`config.mk`:
```
export PLATFORM = sky130hd
export DESIGN_NAME = log_line_word_tokenizer_unit_flat
export DESIGN_NICKNAME = d
export VERILOG_FILES = /design/src/hdl/lwt_pkg.sv /design/src/hdl/lwt_req_if.sv /design/src/hdl/lwt_rsp_if.sv /design/src/hdl/lwt_front.sv /design/src/hdl/lwt_queue.sv /design/src/hdl/lwt_back.sv /design/src/hdl/log_line_word_tokenizer_unit.sv /design/src/flat_wrapper.sv
export SDC_FILE = /design/constraint.sdc
export NUM_CORES = 1
export LEC_CHECK = 0
export BUFFER_PORTS_ARGS = -buffer_cell sky130_fd_sc_hd__buf_2
export CORE_MARGIN = 5
export CORE_UTILIZATION = 50
export CTS_BUF_LIST = sky130_fd_sc_hd__clkbuf_8
export DETAILED_ROUTE_END_ITERATION = 7
export GPL_ROUTABILITY_DRIVEN = 0
export PLACE_DENSITY = 0.68
export SYNTH_ARGS = -nofsm -noshare
export SYNTH_HDL_FRONTEND = slang
export SYNTH_HIERARCHICAL = 1
export SYNTH_SLANG_ARGS = --single-unit
```
`constraint.sdc`:
```
create_clock -name clock -period 13.38 [get_ports clock]
set_input_delay 0.669 -clock clock [delete_from_list [all_inputs] [get_ports clock]]
set_output_delay 0.669 -clock clock [all_outputs]
set_load 0.005 [all_outputs]
```
`src/hdl/lwt_pkg.sv`:
```
package lwt_pkg;

   localparam int POSITION_WIDTH = 32;
   localparam int QUEUE_DEPTH    = 4;
   localparam int OUT_WIDTH      = 32;

   localparam logic [7:0] NL_CHAR    = 8'h0A;
   localparam logic [7:0] SPACE_CHAR = 8'h20;
   localparam logic [7:0] QUOTE_CHAR = 8'h22;

   typedef struct packed {
      logic [OUT_WIDTH-1:0] token_start;
      logic [OUT_WIDTH-1:0] token_length;
      logic [OUT_WIDTH-1:0] line_offset;
      logic                 is_quoted;
   } token_type;

   // one queue entry: the tokens that one text byte produced
   typedef struct packed {
      logic      two;
      token_type tok0;
      token_type tok1;
   } entry_type;

endpackage

```
`src/hdl/lwt_req_if.sv`:
```
interface lwt_req_if;
   logic       valid;
   logic       ready;
   logic [7:0] text_byte;
   logic       end_of_text;

   modport source (output valid, output text_byte, output end_of_text, input ready);
   modport sink   (input valid, input text_byte, input end_of_text, output ready);
endinterface

```
`src/hdl/lwt_rsp_if.sv`:
```
interface lwt_rsp_if;
   logic        valid;
   logic        ready;
   logic [31:0] token_start;
   logic [31:0] token_length;
   logic [31:0] line_offset;
   logic        is_quoted;
   logic        run_last;

   modport source (output valid, output token_start, output token_length,
                   output line_offset, output is_quoted, output run_last, input ready);
   modport sink   (input valid, input token_start, input token_length,
                   input line_offset, input is_quoted, input run_last, output ready);
endinterface

```
`src/hdl/lwt_front.sv`:
```
module lwt_front #(
   parameter int POSITION_WIDTH = lwt_pkg::POSITION_WIDTH
) (
   input  logic               clock,
   input  logic               reset,
   lwt_req_if.sink            req_if,
   input  logic               q_full,
   output logic               push,
   output lwt_pkg::entry_type push_entry
);

   localparam logic [POSITION_WIDTH-1:0] POS_MAX = {POSITION_WIDTH{1'b1}};

   logic [POSITION_WIDTH-1:0] pos_ff, pos_in;
   logic [POSITION_WIDTH-1:0] line_base_ff, line_base_in;
   logic [POSITION_WIDTH-1:0] word_base_ff, word_base_in;
   logic [POSITION_WIDTH-1:0] quote_pos_ff, quote_pos_in;
   logic                      quote_open_ff, quote_open_in;

   logic                      accept;
   logic                      is_nl, is_space, is_quote, last;
   logic [POSITION_WIDTH-1:0] nxt, q_start, ws_new;
   logic                      tok_a_v, tok_b_v;
   lwt_pkg::token_type        tok_a, tok_b;

   function automatic logic [POSITION_WIDTH-1:0] sat_inc(input logic [POSITION_WIDTH-1:0] v);
      return (v == POS_MAX) ? v : v + 1'b1;
   endfunction

   // report low 32 bits, zero-extended when positions are narrower
   function automatic logic [lwt_pkg::OUT_WIDTH-1:0] to_out(
      input logic [POSITION_WIDTH-1:0] v);
      logic [POSITION_WIDTH+lwt_pkg::OUT_WIDTH-1:0] w;
      w = {{lwt_pkg::OUT_WIDTH{1'b0}}, v};
      return w[lwt_pkg::OUT_WIDTH-1:0];
   endfunction

   assign req_if.ready = !q_full;
   assign accept       = req_if.valid && !q_full;

   assign is_nl    = (req_if.text_byte == lwt_pkg::NL_CHAR);
   assign is_space = (req_if.text_byte == lwt_pkg::SPACE_CHAR);
   assign is_quote = (req_if.text_byte == lwt_pkg::QUOTE_CHAR);
   assign last     = req_if.end_of_text;

   assign nxt     = sat_inc(pos_ff);
   assign q_start = sat_inc(quote_pos_ff);
   assign ws_new  = is_space ? nxt : word_base_ff;

   always_comb begin
      tok_a_v = 1'b0;
      tok_a.token_start  = to_out(word_base_ff);
      tok_a.token_length = to_out(pos_ff - word_base_ff);
      tok_a.line_offset  = to_out(line_base_ff);
      tok_a.is_quoted    = 1'b0;
      if (is_nl || is_space) begin
         tok_a_v = (word_base_ff < pos_ff);
      end else if (is_quote && quote_open_ff) begin
         tok_a_v            = (pos_ff > q_start);
         tok_a.token_start  = to_out(q_start);
         tok_a.token_length = to_out(pos_ff - q_start);
         tok_a.is_quoted    = 1'b1;
      end

      // word that the final byte closes
      tok_b_v = !is_nl && last && (ws_new < nxt);
      tok_b.token_start  = to_out(ws_new);
      tok_b.token_length = to_out(nxt - ws_new);
      tok_b.line_offset  = to_out(line_base_ff);
      tok_b.is_quoted    = 1'b0;

      if (tok_a_v) begin
         push_entry.two  = tok_b_v;
         push_entry.tok0 = tok_a;
         push_entry.tok1 = tok_b;
      end else begin
         push_entry.two  = 1'b0;
         push_entry.tok0 = tok_b;
         push_entry.tok1 = tok_b;
      end
      push = accept && (tok_a_v || tok_b_v);
   end

   always_comb begin
      pos_in        = pos_ff;
      line_base_in  = line_base_ff;
      word_base_in  = word_base_ff;
      quote_pos_in  = quote_pos_ff;
      quote_open_in = quote_open_ff;
      if (accept) begin
         if (last) begin
            pos_in        = '0;
            line_base_in  = '0;
            word_base_in  = '0;
            quote_pos_in  = '0;
            quote_open_in = 1'b0;
         end else begin
            pos_in = nxt;
            if (is_nl) begin
               line_base_in  = nxt;
               word_base_in  = nxt;
               quote_pos_in  = '0;
               quote_open_in = 1'b0;
            end else if (is_space) begin
               word_base_in = nxt;
            end else if (is_quote) begin
               if (!quote_open_ff) begin
                  quote_open_in = 1'b1;
                  quote_pos_in  = pos_ff;
               end else begin
                  quote_open_in = 1'b0;
                  quote_pos_in  = '0;
               end
            end
         end
      end
   end

   always_ff @(posedge clock) begin
      if (reset) begin
         pos_ff        <= '0;
         line_base_ff  <= '0;
         word_base_ff  <= '0;
         quote_pos_ff  <= '0;
         quote_open_ff <= 1'b0;
      end else begin
         pos_ff        <= pos_in;
         line_base_ff  <= line_base_in;
         word_base_ff  <= word_base_in;
         quote_pos_ff  <= quote_pos_in;
         quote_open_ff <= quote_open_in;
      end
   end

endmodule

```
`src/hdl/lwt_queue.sv`:
```
module lwt_queue #(
   parameter int DEPTH = lwt_pkg::QUEUE_DEPTH
) (
   input  logic               clock,
   input  logic               reset,
   input  logic               push,
   input  lwt_pkg::entry_type push_data,
   output logic               full,
   input  logic               pop,
   output logic               not_empty,
   output lwt_pkg::entry_type pop_data
);

   localparam int PW = (DEPTH > 1) ? $clog2(DEPTH) : 1;
   localparam int CW = $clog2(DEPTH + 1);
   localparam logic [PW-1:0] PTR_LAST = PW'(DEPTH - 1);
   localparam logic [CW-1:0] CNT_FULL = CW'(DEPTH);

   lwt_pkg::entry_type mem_ff [DEPTH];
   logic [PW-1:0] wr_ptr_ff, wr_ptr_in;
   logic [PW-1:0] rd_ptr_ff, rd_ptr_in;
   logic [CW-1:0] count_ff, count_in;
   logic          do_push, do_pop;

   assign full      = (count_ff == CNT_FULL);
   assign not_empty = (count_ff != '0);
   assign do_push   = push && !full;
   assign do_pop    = pop && not_empty;
   assign pop_data  = mem_ff[rd_ptr_ff];

   always_comb begin
      wr_ptr_in = wr_ptr_ff;
      rd_ptr_in = rd_ptr_ff;
      count_in  = count_ff;
      if (do_push) begin
         wr_ptr_in = (wr_ptr_ff == PTR_LAST) ? '0 : wr_ptr_ff + 1'b1;
      end
      if (do_pop) begin
         rd_ptr_in = (rd_ptr_ff == PTR_LAST) ? '0 : rd_ptr_ff + 1'b1;
      end
      if (do_push && !do_pop) begin
         count_in = count_ff + 1'b1;
      end else if (do_pop && !do_push) begin
         count_in = count_ff - 1'b1;
      end
   end

   always_ff @(posedge clock) begin
      if (do_push) begin
         mem_ff[wr_ptr_ff] <= push_data;
      end
   end

   always_ff @(posedge clock) begin
      if (reset) begin
         wr_ptr_ff <= '0;
         rd_ptr_ff <= '0;
         count_ff  <= '0;
      end else begin
         wr_ptr_ff <= wr_ptr_in;
         rd_ptr_ff <= rd_ptr_in;
         count_ff  <= count_in;
      end
   end

endmodule

```
`src/hdl/lwt_back.sv`:
```
module lwt_back (
   input  logic               clock,
   input  logic               reset,
   input  logic               q_valid,
   input  lwt_pkg::entry_type q_data,
   output logic               q_pop,
   lwt_rsp_if.source          rsp_if
);

   logic               out_valid_ff, out_valid_in;
   logic               out_last_ff, out_last_in;
   lwt_pkg::token_type out_tok_ff, out_tok_in;
   logic               pend_ff, pend_in;
   lwt_pkg::token_type pend_tok_ff, pend_tok_in;
   logic               out_free;

   assign out_free = !out_valid_ff || rsp_if.ready;

   always_comb begin
      out_valid_in = out_valid_ff;
      out_last_in  = out_last_ff;
      out_tok_in   = out_tok_ff;
      pend_in      = pend_ff;
      pend_tok_in  = pend_tok_ff;
      q_pop        = 1'b0;
      if (out_free) begin
         if (pend_ff) begin
            // second token of the same byte
            out_valid_in = 1'b1;
            out_tok_in   = pend_tok_ff;
            out_last_in  = 1'b1;
            pend_in      = 1'b0;
         end else if (q_valid) begin
            q_pop        = 1'b1;
            out_valid_in = 1'b1;
            out_tok_in   = q_data.tok0;
            out_last_in  = !q_data.two;
            pend_in      = q_data.two;
            pend_tok_in  = q_data.tok1;
         end else begin
            out_valid_in = 1'b0;
         end
      end
   end

   always_ff @(posedge clock) begin
      if (reset) begin
         out_valid_ff <= 1'b0;
         pend_ff      <= 1'b0;
      end else begin
         out_valid_ff <= out_valid_in;
         pend_ff      <= pend_in;
      end
   end

   always_ff @(posedge clock) begin
      out_last_ff <= out_last_in;
      out_tok_ff  <= out_tok_in;
      pend_tok_ff <= pend_tok_in;
   end

   assign rsp_if.valid        = out_valid_ff;
   assign rsp_if.token_start  = out_tok_ff.token_start;
   assign rsp_if.token_length = out_tok_ff.token_length;
   assign rsp_if.line_offset  = out_tok_ff.line_offset;
   assign rsp_if.is_quoted    = out_tok_ff.is_quoted;
   assign rsp_if.run_last     = out_last_ff;

endmodule

```
`src/hdl/log_line_word_tokenizer_unit.sv`:
```
// Log line word tokenizer.
// req_if takes one text byte per beat (text_byte, end_of_text). Bytes split
// into lines at newlines; each space-delimited word and each non-empty span
// between a quote pair on one line gives a token descriptor on rsp_if
// (start, length, line start, quoted flag). run_last flags the final
// descriptor caused by a byte; a byte gives zero, one or two descriptors.
// end_of_text closes the last line and restarts offsets at zero afterwards.
// The first descriptor of a byte passes through the queue and the output
// register before it is valid on rsp_if. The front takes one byte per cycle
// while the queue is not full; the back sends one descriptor per cycle while
// rsp_if is ready, so a byte giving two descriptors sends them one after
// the other, and the QUEUE_DEPTH-entry queue absorbs the burst of entries.
// When rsp_if stalls, the queue fills and req_if.ready drops once it is full;
// no descriptor is lost. Synchronous reset clears positions, the quote flag,
// the queue and the output stage; no descriptor is valid after reset.
// Positions are POSITION_WIDTH bits, saturating; reported in their low 32.
module log_line_word_tokenizer_unit #(
   parameter int POSITION_WIDTH = lwt_pkg::POSITION_WIDTH,
   parameter int QUEUE_DEPTH    = lwt_pkg::QUEUE_DEPTH
) (
   input  logic       clock,
   input  logic       reset,
   lwt_req_if.sink    req_if,
   lwt_rsp_if.source  rsp_if
);

   // front -> queue
   logic               push;
   lwt_pkg::entry_type push_entry;
   logic               q_full;

   // queue -> back
   logic               q_valid;
   logic               q_pop;
   lwt_pkg::entry_type q_data;

   // classify bytes, track line/word/quote state, build descriptors
   lwt_front #(
      .POSITION_WIDTH (POSITION_WIDTH)
   ) u_front (
      .clock      (clock),
      .reset      (reset),
      .req_if     (req_if),
      .q_full     (q_full),
      .push       (push),
      .push_entry (push_entry)
   );

   // decouples byte intake from descriptor delivery
   lwt_queue #(
      .DEPTH (QUEUE_DEPTH)
   ) u_queue (
      .clock     (clock),
      .reset     (reset),
      .push      (push),
      .push_data (push_entry),
      .full      (q_full),
      .pop       (q_pop),
      .not_empty (q_valid),
      .pop_data  (q_data)
   );

   // serializes entries into single descriptors behind an output register
   lwt_back u_back (
      .clock   (clock),
      .reset   (reset),
      .q_valid (q_valid),
      .q_data  (q_data),
      .q_pop   (q_pop),
      .rsp_if  (rsp_if)
   );

endmodule
```
`src/flat_wrapper.sv`:
```
// flat-port wrapper written by rule: the top's interface ports become plain ports
module log_line_word_tokenizer_unit_flat 
#(
   parameter int POSITION_WIDTH = lwt_pkg::POSITION_WIDTH,
   parameter int QUEUE_DEPTH    = lwt_pkg::QUEUE_DEPTH
)
  (clock, reset, req_if_valid, req_if_text_byte, req_if_end_of_text, req_if_ready, rsp_if_valid, rsp_if_token_start, rsp_if_token_length, rsp_if_line_offset, rsp_if_is_quoted, rsp_if_run_last, rsp_if_ready);
  lwt_req_if req_if_i ();
  lwt_rsp_if rsp_if_i ();
  input  logic clock;
  input  logic reset;
  input wire logic [$bits(req_if_i.valid)-1:0] req_if_valid;
  input wire logic [$bits(req_if_i.text_byte)-1:0] req_if_text_byte;
  input wire logic [$bits(req_if_i.end_of_text)-1:0] req_if_end_of_text;
  output wire logic [$bits(req_if_i.ready)-1:0] req_if_ready;
  output wire logic [$bits(rsp_if_i.valid)-1:0] rsp_if_valid;
  output wire logic [$bits(rsp_if_i.token_start)-1:0] rsp_if_token_start;
  output wire logic [$bits(rsp_if_i.token_length)-1:0] rsp_if_token_length;
  output wire logic [$bits(rsp_if_i.line_offset)-1:0] rsp_if_line_offset;
  output wire logic [$bits(rsp_if_i.is_quoted)-1:0] rsp_if_is_quoted;
  output wire logic [$bits(rsp_if_i.run_last)-1:0] rsp_if_run_last;
  input wire logic [$bits(rsp_if_i.ready)-1:0] rsp_if_ready;
  assign req_if_i.valid = req_if_valid;
  assign req_if_i.text_byte = req_if_text_byte;
  assign req_if_i.end_of_text = req_if_end_of_text;
  assign req_if_ready = req_if_i.ready;
  assign rsp_if_valid = rsp_if_i.valid;
  assign rsp_if_token_start = rsp_if_i.token_start;
  assign rsp_if_token_length = rsp_if_i.token_length;
  assign rsp_if_line_offset = rsp_if_i.line_offset;
  assign rsp_if_is_quoted = rsp_if_i.is_quoted;
  assign rsp_if_run_last = rsp_if_i.run_last;
  assign rsp_if_i.ready = rsp_if_ready;
  log_line_word_tokenizer_unit #(.POSITION_WIDTH(POSITION_WIDTH), .QUEUE_DEPTH(QUEUE_DEPTH)) u_core (.clock(clock), .reset(reset), .req_if(req_if_i), .rsp_if(rsp_if_i));
endmodule
```
==> results.toml <==
[status]
status = "completed"

[synthesis]
synth_top_area_cell = "edfxtp_1"
netlist.area_leader.share_pct = 59.4
synth_cell_types = 90
syn_area_per_cell_um2 = 15.2
synth_area_um2 = 49300
synth_cells = 3240
ys_ff_latch = 1115
synthFlopType = "edfxtp_1"
ys_seq_area_share_pct = 65.1
synth.area.top_cells = "edfxtp_1 59%, mux4_2 8.9%, dfxtp_1 5.7%, mux2_4 2.7%, ha_1 2.5%"
synthArstFlopShare_pct = 0
yosysWarnings = 6
synth_nets = 3355
synth_edf_count = 975

[setup_path]
crit_type = "flip-flop to flip-flop"
r2r_slack_ns = 4.53
worstSetupStartpointType = "flip-flop"
cpPeakStageDelay_ns = 0.83
reg2regPathDepth = 27
path_buf_inv = 3
reg2reg_from = "u_core/u_front/pos_ff[9]$_SDFFE_PP0P_"
timing.rr.end = "u_core/u_queue/mem_ff[0][58]$_DFFE_PP_"
cp-end-kind = "flip-flop"
worstPathMaxFanout = 61
required_ns = 13.82
path_delay_family = "simple AND/OR/NAND/NOR gates"
cp.depth = 27
cp.arrival_ns = 9.29
critical-path-slowest-cell = "buf_4"
crit_path_frequent_cell = "a21oi_1"

[worst_hold_path]
hold_start = "rsp_if_ready"
whs_path_depth = 3
holdPathEnd = "u_core/u_back/rsp_if.valid$_SDFFE_PP0P_"
hp-class = "input pin to flip-flop"

[clock_tree]
numCtsBuffers = 170
path_clk_slew_ns = 0.07
post_cts_buffers = 0
clock_latency_ns = 0.84
cts.repair.resized = 0
clockRootBuffer = "clkbuf_8"
clock-sinks = 1115
cts_tree = "built"
ctsLongestPathBuffers = 3
cts_htree_levels = 4
hold_buffers = 0

[power_and_ir_drop]
ir_drop_mv = 0.176
finalPower_mw = 8.86
power.density_nw_per_um2 = 164
power_leakage_nw = 19.1

[timing]
post-route-min-period_ns = 8.85
fmax_mhz = 113
finalCritPeriodShare_pct = 66.2
fin_skew_ns = 0.0470
setup_viol = 0
final-hold-violation-count = 0
finalSetupTns_ns = 0
tightestPinTransition_ns = 1.12
setup_ws_ns = 4.53
timing.slew.headroom_pct = 25.0
rsz0062_at_grt = "false"
maxSlewViolCount = 0

[routing]
drt_wl_total_mm = 119
wl_per_cell_um = 24.7
vias = 28445
drtIter0Drc = 3121
via_per_inst = 5.92
firstDrtPassIters = 6
ant_nets = 0
drc_errors = 0

[layout]
final_cell_mix = "975 x edfxtp_1, 261 x nor2_1, 195 x mux4_2"
multi_input_area_um2 = 15700
utilization_pct = 54.9
layout-drive-gt1-share_pct = 20.2
regArea_um2 = 32100
nets = 3489
area_delta_synth_final_pct = 9.39
fillCellCount = 7840
instances_no_fill = 4801
final_common_cell = "edfxtp_1"

[global_routing]
antenna_found_initial = 3
grt_pass1_wl_mm = 177
first_global_vias = 27591
overflow = 0
grt_max_degree = 106
grt_usage_pct = 22.5

[die]
die_w_um = 324
die_h_um = 324
io-pin-count = 113
core_area_um2 = 98100
initial_core_util_pct = 50.2
dieArea_um2 = 105000
rows = 115

[placed_design]
pre_cts_slack_ns = 4.75
hpwl_mm = 77.9
place_inst = 4489
io_buffer_count = 112

[job]
max-cap-violations = 0
[where the power goes]
group,internal (mW),total (mW),switching (mW)
registers,4.40,4.56,0.156
logic,0.808,1.68,0.868
clock network,1.32,2.62,1.30
[worst reg2reg max path: cells and delay by family (launching register included)]
kind / cells / cell delay, ns
compound gates: 9 / 2.13
xor+xnor: 1 / 0.34
fa+ha+maj: 1 / 0.31
buf+inv: 3 / 1.77
flops: 1 / 0.52
simple gates: 13 / 3.29
[logic make-up (layout without fill, tap and decap cells)]
logic type / Yosys count / count (layout) / synth area share, %
DFF: 1115 / 1115 / 65.1
and+or+nand+nor: 668 / 668 / 6.24
muxes: 326 / 326 / 12.5
buffers and inverters: 301 / 573 / 3.25
adders and majority gates: 104 / 104 / 2.68
xor gates and xnor gates: 148 / 148 / 2.65
other: 1 / 3 / 0.00761
AOI/OAI and AO/OA: 577 / 577 / 7.59
[synth_stat cells (5+ instances only)]
cell,number
and3_1,27
buf_12,10
o21ai_1,13
or3_1,11
nand2_1,154
a21oi_1,169
and2_1,8
edfxtp_1,975
or4_1,6
nor3_1,61
inv_1,109
buf_1,7
clkbuf_1,89
a21o_1,50
nand2b_1,15
mux2i_1,29
xnor2_1,72
a211oi_1,10
o21ai_0,112
buf_4,33
o21a_1,10
nor2_1,263
mux2_4,88
o21bai_1,15
a22oi_1,88
nand4_1,27
ha_1,99
nor2b_1,12
nand3_1,53
mux4_2,195
buf_6,19
o31ai_1,7
a31oi_1,17
dfxtp_1,140
o211ai_1,23
buf_2,33
mux2_2,10
nor4_1,5
and4_1,5
xor2_1,75
[routing by layer]
| layer | wire [um] | track usage, % |
|---|---|---|
| met2 | 54200 | 34.5 |
| met3 | 9260 | 4.57 |
| met4 | 5640 | 10.3 |
| met1 | 49600 | 31.6 |
| met5 | 26 | 0 |
[per-stage QoR]
stage               cell area, um2  hold WS [ns]
floorplan                    49300         0.463
global placement             50700         0.475
detailed placement           50700         0.474
CTS                          53900        0.0476
global route                 53900        0.0787
finish                       53900         0.136
[worst max-delay path by stage]
stage	start	end	slack, ns
2_1_floorplan	u_core/u_front/pos_ff[9]$_SDFFE_PP0P_	u_core/u_queue/mem_ff[3][0]$_DFFE_PP_	3.47
3_3_place_gp	u_core/u_front/pos_ff[9]$_SDFFE_PP0P_	u_core/u_queue/mem_ff[0][58]$_DFFE_PP_	4.99
3_5_place_dp	u_core/u_front/pos_ff[9]$_SDFFE_PP0P_	u_core/u_queue/mem_ff[0][44]$_DFFE_PP_	4.75
4_1_cts	u_core/u_front/pos_ff[9]$_SDFFE_PP0P_	u_core/u_queue/mem_ff[0][40]$_DFFE_PP_	4.74
5_1_grt	u_core/u_front/pos_ff[9]$_SDFFE_PP0P_	u_core/u_queue/mem_ff[0][40]$_DFFE_PP_	4.00
6_report	u_core/u_front/pos_ff[9]$_SDFFE_PP0P_	u_core/u_queue/mem_ff[0][58]$_DFFE_PP_	4.53
[sequential cells by signal (all words and copies together), names as in the netlist, named ones only]
register,count
u_core/u_back/pend_ff,1
u_core/u_back/pend_tok_ff,97
u_core/u_back/rsp_if.is_quoted,1
u_core/u_back/rsp_if.line_offset,32
u_core/u_back/rsp_if.run_last,1
u_core/u_back/rsp_if.token_length,32
u_core/u_back/rsp_if.token_start,32
u_core/u_back/rsp_if.valid,1
u_core/u_front/line_base_ff,32
u_core/u_front/pos_ff,32
u_core/u_front/quote_open_ff,1
u_core/u_front/quote_pos_ff,32
u_core/u_front/word_base_ff,32
u_core/u_queue/count_ff,3
u_core/u_queue/mem_ff,780
u_core/u_queue/rd_ptr_ff,2
u_core/u_queue/wr_ptr_ff,2
[layout make-up]
class                      count  area share, %
antenna                        2        0.00928
sequential                  1115           59.5
multi-input combinational   1824           29.1
inverter                     110          0.766
clock inverter               130           1.30
timing repair buffer         153           1.68
clock buffer                 180           4.60
tap                         1287           2.99
Note: power is estimated with default switching activity, not from simulation.
